<file path="src/design/launch_speed_solver_wind_macros.svh">
// Assertion macros for the launch speed solver.
`ifndef LAUNCH_SPEED_SOLVER_WIND_MACROS_SVH
`define LAUNCH_SPEED_SOLVER_WIND_MACROS_SVH
`ifndef SYNTHESIS
`define LSSW_ASSERT(label, prop, msg) \
    label: assert property (@(posedge aclk) disable iff (!aresetn) prop) else $error(msg);
`define LSSW_ASSERT_ALWAYS(label, prop, msg) \
    label: assert property (@(posedge aclk) prop) else $error(msg);
`else
`define LSSW_ASSERT(label, prop, msg)
`define LSSW_ASSERT_ALWAYS(label, prop, msg)
`endif
`endif

</file>
<file path="src/design/lssw_pkg.sv">
// Shared types and constants for the launch speed solver.
`timescale 1ns / 1ps
package lssw_pkg;
    localparam int ZW   = 34;   // CORDIC angle, Q30
    localparam int XW   = 33;   // CORDIC x/y, Q30
    localparam int CSW  = 17;   // sin/cos, Q14
    localparam int DXW  = 13;   // pixel offsets
    localparam int CFGW = 24;
    localparam int IDXW = 8;
    localparam int NW   = 38;
    localparam int DW   = 42;
    localparam int EW   = 56;
    localparam int GMW  = 24;
    localparam int GNW  = GMW + NW;
    localparam int NLO  = 19;
    localparam int ELO  = 28;
    localparam int PW   = 100;
    localparam int QW   = 98;
    localparam int RW   = 112;
    localparam int QUOW = 48;
    localparam int SPW  = 24;
    localparam int SAT_SHIFT = 13;
    localparam int TABLE_LEN = 24;

    localparam logic [IDXW-1:0] REG_GRAVITY = 8'd0;
    localparam logic [IDXW-1:0] REG_WIND    = 8'd1;

    localparam logic signed [ZW-1:0] HALF_PI30 = 34'sd1686629713;
    localparam logic signed [ZW-1:0] PI30      = 34'sd3373259426;
    localparam logic signed [XW-1:0] CORDIC_X0 = 33'sd652032874;

    localparam logic signed [ZW-1:0] ATAN_Q30 [TABLE_LEN] = '{
        34'sd843314857, 34'sd497837829, 34'sd263043836, 34'sd133525159,
        34'sd67021687,  34'sd33543516,  34'sd16775851,  34'sd8388437,
        34'sd4194283,   34'sd2097149,   34'sd1048576,   34'sd524288,
        34'sd262144,    34'sd131072,    34'sd65536,     34'sd32768,
        34'sd16384,     34'sd8192,      34'sd4096,      34'sd2048,
        34'sd1024,      34'sd512,       34'sd256,       34'sd128
    };

    typedef struct packed {
        logic valid;
        logic err;
    } lssw_tag_t;
endpackage

</file>
<file path="src/design/lssw_cordic.sv">
// Pipelined rotation CORDIC giving Q14 sine and cosine, one iteration per stage.
`timescale 1ns / 1ps
module lssw_cordic #(
    parameter int ITER   = 16,
    parameter int SIDE_W = 26
) (
    input  logic                         aclk,
    input  logic                         aresetn,
    input  logic                         en,
    input  logic                         in_valid,
    input  logic signed [15:0]           angle,
    input  logic [SIDE_W-1:0]            side_in,
    output logic                         out_valid,
    output logic signed [lssw_pkg::CSW-1:0] cos_q14,
    output logic signed [lssw_pkg::CSW-1:0] sin_q14,
    output logic [SIDE_W-1:0]            side_out
);
    import lssw_pkg::*;

    logic              v_reg    [ITER+1];
    logic signed [ZW-1:0] z_reg [ITER+1];
    logic signed [XW-1:0] x_reg [ITER+1];
    logic signed [XW-1:0] y_reg [ITER+1];
    logic              neg_reg  [ITER+1];
    logic [SIDE_W-1:0] side_reg [ITER+1];

    logic signed [ZW-1:0] z_in;
    logic signed [ZW-1:0] z0_next;
    logic                 neg0_next;

    // half-turn fold keeps the angle inside the CORDIC range
    always_comb begin
        z_in = {{(ZW-33){angle[15]}}, angle, 17'b0};
        z0_next = z_in;
        neg0_next = 1'b0;
        if (z_in > HALF_PI30) begin
            z0_next = z_in - PI30;
            neg0_next = 1'b1;
        end else if (z_in < -HALF_PI30) begin
            z0_next = z_in + PI30;
            neg0_next = 1'b1;
        end
    end

    always_ff @(posedge aclk) begin
        if (!aresetn) begin
            v_reg[0] <= 1'b0;
        end else if (en) begin
            v_reg[0] <= in_valid;
        end
        if (en) begin
            z_reg[0]    <= z0_next;
            x_reg[0]    <= CORDIC_X0;
            y_reg[0]    <= '0;
            neg_reg[0]  <= neg0_next;
            side_reg[0] <= side_in;
        end
    end

    for (genvar i = 0; i < ITER; i++) begin : g_iter
        logic signed [XW-1:0] xs;
        logic signed [XW-1:0] ys;
        assign xs = x_reg[i] >>> i;
        assign ys = y_reg[i] >>> i;
        always_ff @(posedge aclk) begin
            if (!aresetn) begin
                v_reg[i+1] <= 1'b0;
            end else if (en) begin
                v_reg[i+1] <= v_reg[i];
            end
            if (en) begin
                if (!z_reg[i][ZW-1]) begin
                    x_reg[i+1] <= x_reg[i] - ys;
                    y_reg[i+1] <= y_reg[i] + xs;
                    z_reg[i+1] <= z_reg[i] - ATAN_Q30[i];
                end else begin
                    x_reg[i+1] <= x_reg[i] + ys;
                    y_reg[i+1] <= y_reg[i] - xs;
                    z_reg[i+1] <= z_reg[i] + ATAN_Q30[i];
                end
                neg_reg[i+1]  <= neg_reg[i];
                side_reg[i+1] <= side_reg[i];
            end
        end
    end

    logic signed [XW:0]    xr_sum;
    logic signed [XW:0]    yr_sum;
    logic signed [CSW-1:0] xr;
    logic signed [CSW-1:0] yr;
    logic                  v_out_reg;
    logic signed [CSW-1:0] c_reg;
    logic signed [CSW-1:0] s_reg;
    logic [SIDE_W-1:0]     side_out_reg;

    // round half up to Q14
    always_comb begin
        xr_sum = (XW+1)'(x_reg[ITER]) + (XW+1)'(32768);
        yr_sum = (XW+1)'(y_reg[ITER]) + (XW+1)'(32768);
        xr = CSW'(xr_sum >>> 16);
        yr = CSW'(yr_sum >>> 16);
    end

    always_ff @(posedge aclk) begin
        if (!aresetn) begin
            v_out_reg <= 1'b0;
        end else if (en) begin
            v_out_reg <= v_reg[ITER];
        end
        if (en) begin
            c_reg        <= neg_reg[ITER] ? -xr : xr;
            s_reg        <= neg_reg[ITER] ? -yr : yr;
            side_out_reg <= side_reg[ITER];
        end
    end

    assign out_valid = v_out_reg;
    assign cos_q14   = c_reg;
    assign sin_q14   = s_reg;
    assign side_out  = side_out_reg;
endmodule

</file>
<file path="config.mk">
export PLATFORM = sky130hd
export DESIGN_NAME = lssw_cordic
export DESIGN_NICKNAME = d
export VERILOG_FILES = /design/src/design/launch_speed_solver_wind_macros.svh /design/src/design/lssw_pkg.sv /design/src/design/lssw_cordic.sv
export SDC_FILE = /design/constraint.sdc
export NUM_CORES = 2
export LEC_CHECK = 0
export CAP_MARGIN = 20
export CORE_MARGIN = 1
export CORE_UTILIZATION = 52
export DETAILED_ROUTE_END_ITERATION = 16
export DONT_BUFFER_PORTS = 1
export PLACE_DENSITY = 0.73
export RECOVER_POWER = 25
export SYNTH_ARGS = -nofsm -noshare
export SYNTH_HDL_FRONTEND = slang
export SYNTH_SLANG_ARGS = --single-unit
</file>
<file path="constraint.sdc">
create_clock -name aclk -period 11.2 [get_ports aclk]
set_input_delay 2.24 -clock aclk [delete_from_list [all_inputs] [get_ports aclk]]
set_output_delay 2.24 -clock aclk [all_outputs]
set_load 0.03 [all_outputs]
</file>
==> impl_metrics.yaml <==
synth:
  synth_cell_types: 97
  synth_cells: 12689
  syn_avg_cell_area_sq_um: 10.4
  ys_top_cells_by_area: "edfxtp_1 (43%), ha_1 (13%), xnor2_1 (7.7%)"
  seq_area_frac_synth_pct: 42.7
  synth_largest_area_cell: "edfxtp_1"
  synth_edf_count: 1878
  synth_nets: 14103
  yosys_warnings: 0
  async_flop_share_pct: 0
  synth_top_area_share_pct: 42.7
  ys_ff_latch: 1880
  ys.flop_type: "edfxtp_1"
  netlist_area_sq_um: 132000
setup_path:
  reg2reg_slack_ns: 5.12
  endpoint: "z_reg[2][29]"
  end_kind: "flop"
  worst_ep_arrival_time_ns: 10.33
  crit_start: "en"
  reg2reg_to: "x_reg[8][31]"
  required_ns: 11.84
  critical_path_class: "in2reg"
  r2r_start: "z_reg[7][33]"
  worstPathMaxFanout: 267
  cp-start-kind: "input pin"
  reg2reg_depth: 16
die:
  core_sq_um: 252000
  start_util_pct: 52.4
  dieHeight_microns: 506
  rows: 184
  die_w_microns: 506
  dieArea_sq_um: 256000
  io_pins: 107
detailed_routing:
  vias: 97756
  drtIter0Drc: 8271
  drc: 0
  routed_wl_microns: 318000
  postRouteAntennaNets: 0
  wl_per_cell_microns: 19.6
  first_pass_iters: 7
  viasPerCell: 6.01
placement:
  dp_hpwl_microns: 243000
  io_buffers: 0
  gp_congestion: 0.968
grt:
  grt_usage_pct: 24.3
  antenna_found_initial: 6
  grt_overflow: 0
  grt_max_degree: 268
  first_global_vias: 94562
  grt_first_pass_wirelength_microns: 505000
sta:
  fmax_mhz: 103
  setup_viol_count_final: 0
  finClkSkew_ns: 0.0857
  period_share_pct: 86.5
  maxSlewHeadroom_pct: -227
  holdWs_ns: 0.405
  slew_violations: 208
  fin_tns_setup_ns: 0
  finalCriticalPeriod_ns: 9.69
  finalHoldViolCount: 0
  rsz0062_at_grt: "false"
  tightestPinTransition_ns: 4.91
outcome:
  violations: "capacitance limit, slew limit"
  status: "complete, but fails checks"
clock_tree:
  htreeDepth: 4
  cts.clk_slew.worst_paths_ns: 0.06
  clk_path_buf_depth: 3
  cts_tree: "yes"
  cts_buffers: 206
  insertion_delay_ns: 0.91
  ctsResizeCount: 0
  cts_setup_buffers: 0
  clk_root_buffer_cell: "clkbuf_16"
  cts_num_sinks: 1880
  cts_hold_buf: 0
cells_and_area:
  area_growth_pct: 8.24
  layout-drive-gt1-share_pct: 3.84
  largest_reg_flops: 481
  n_fill_cell: 20881
  nets: 14147
min_path:
  hold_path_class: "reg2reg"
job:
  drv_cap: 1
[final cells by class]
cell class,count,area (sq um),share of cell area [%]
clock inverter,141,1640,1.14
tap,3348,4190,2.93
inverter,498,1870,1.31
clock buffer,241,5310,3.71
multi-input combinational,10090,73000,51.1
timing repair buffer,57,584,0.408
sequential,1880,56400,39.4
antenna,2,5.00,0.00350
[critical path: stages]
cell     delay, ns
buf_16        0.64
buf_16        0.83
buf_16        0.78
buf_16        0.83
nand2_1       0.16
inv_1         0.33
ha_1          0.24
inv_1         0.07
fa_1          0.43
a21o_1        0.19
a21oi_1       0.23
o21ai_0       0.12
a21o_1        0.21
a21oi_1       0.19
o21ai_0       0.19
o21ai_0       0.60
o31ai_1       0.31
a311o_1       0.41
a21oi_1       0.20
xnor2_1       0.08
[layout by cell type, fill, tap and decap left out, types with 43 or more instances in the layout]
| master | n |
|---|---|
| nand3_1 | 212 |
| o21bai_1 | 174 |
| a31oi_1 | 115 |
| nor3_1 | 254 |
| nand4_1 | 95 |
| ha_1 | 1328 |
| clkinv_1 | 50 |
| inv_1 | 489 |
| o31ai_1 | 148 |
| nor2b_1 | 144 |
| a21oi_1 | 1258 |
| o21ai_0 | 667 |
| a21o_1 | 591 |
| o41ai_1 | 56 |
| nor2_1 | 856 |
| and3_1 | 145 |
| nand2b_1 | 195 |
| xor2_1 | 618 |
| edfxtp_1 | 1878 |
| a211oi_1 | 107 |
| or3_1 | 81 |
| clkbuf_16 | 207 |
| nand2_1 | 736 |
| o21a_1 | 166 |
| buf_4 | 43 |
| mux2i_1 | 85 |
| and2_1 | 67 |
| xnor2_1 | 1160 |
| nor4_1 | 100 |
[metal layers]
| layer | vias to the layer above | track usage (%) | share of wire, % |
|---|---|---|---|
| met1 | 46735 | 31.0 | 43 |
| met3 | 572 | 3.02 | 5.3 |
| met5 | - | 0 | 0 |
| met2 | 2829 | 42.5 | 49 |
| met4 | 0 | 7.98 | 3.1 |
| li1 | 47620 | - | - |
[kinds of logic (layout without fill, tap and decap cells)]
logic type	Yosys count	in the layout	share of synthesized area (%)
other	0	2	0
AOI/OAI and AO/OA	3755	3755	18.1
muxes	108	108	0.840
adders and majority gates	1368	1368	13.2
buffers and inverters	719	937	2.04
xor gates and xnor gates	1778	1778	11.8
DFF	1880	1880	42.7
and+or+nand+nor	3081	3081	11.4
[worst min-delay path by stage]
| stage | start | to | slack [ns] | depth (start not counted) |
|---|---|---|---|---|
| after CTS | side_reg[7][19] | side_reg[8][19] | 0.39 | 0 |
| after global routing | side_reg[3][16] | side_reg[4][16] | 0.41 | 0 |
| after global placement | side_reg[10][0] | side_reg[11][0] | 0.40 | 0 |
| after detailed placement | neg_reg[2] | neg_reg[3] | 0.40 | 0 |
| after floorplan | neg_reg[9] | neg_reg[10] | 0.40 | 0 |
| final | side_reg[12][2] | side_reg[13][2] | 0.41 | 0 |
[cells in the mapped netlist, drive strengths merged (22+ instances only)]
library cell / number
clkbuf: 187
o21ai: 683
nand4: 95
a211o: 40
nor2b: 144
nor2: 856
o31a: 31
nor3: 257
a21boi: 38
o21a: 166
nand3: 212
o22ai: 22
a211oi: 107
a31oi: 116
and4: 27
mux2i: 85
o41ai: 61
nand2b: 196
a21oi: 1258
and3: 146
a221oi: 30
or4: 37
inv: 494
o211ai: 40
mux2: 23
or2: 36
xor2: 618
nor4: 102
nor3b: 38
fa: 40
buf: 34
edfxtp: 1878
or3: 82
a21o: 591
o31ai: 150
o21bai: 174
a31o: 33
xnor2: 1160
nand2: 736
and2: 70
nand3b: 22
ha: 1328
a2111oi: 33
[metrics by stage]
stage / instances / setup slack (ns) / util, % / instance area [sq um]
floorplan: 12689 / 4.24 / - / 132000
global placement: 15870 / 0.905 / 54.0 / 136000
detailed placement: 15871 / 0.674 / 54.0 / 136000
CTS: 16253 / 1.62 / 56.8 / 143000
global route: 16257 / 0.820 / 56.8 / 143000
finish: 16257 / 1.51 / 56.8 / 143000
Power is left out: the tool's default activity adds up to more than one toggle a clock period on the data nets, which glitch-free logic cannot reach.
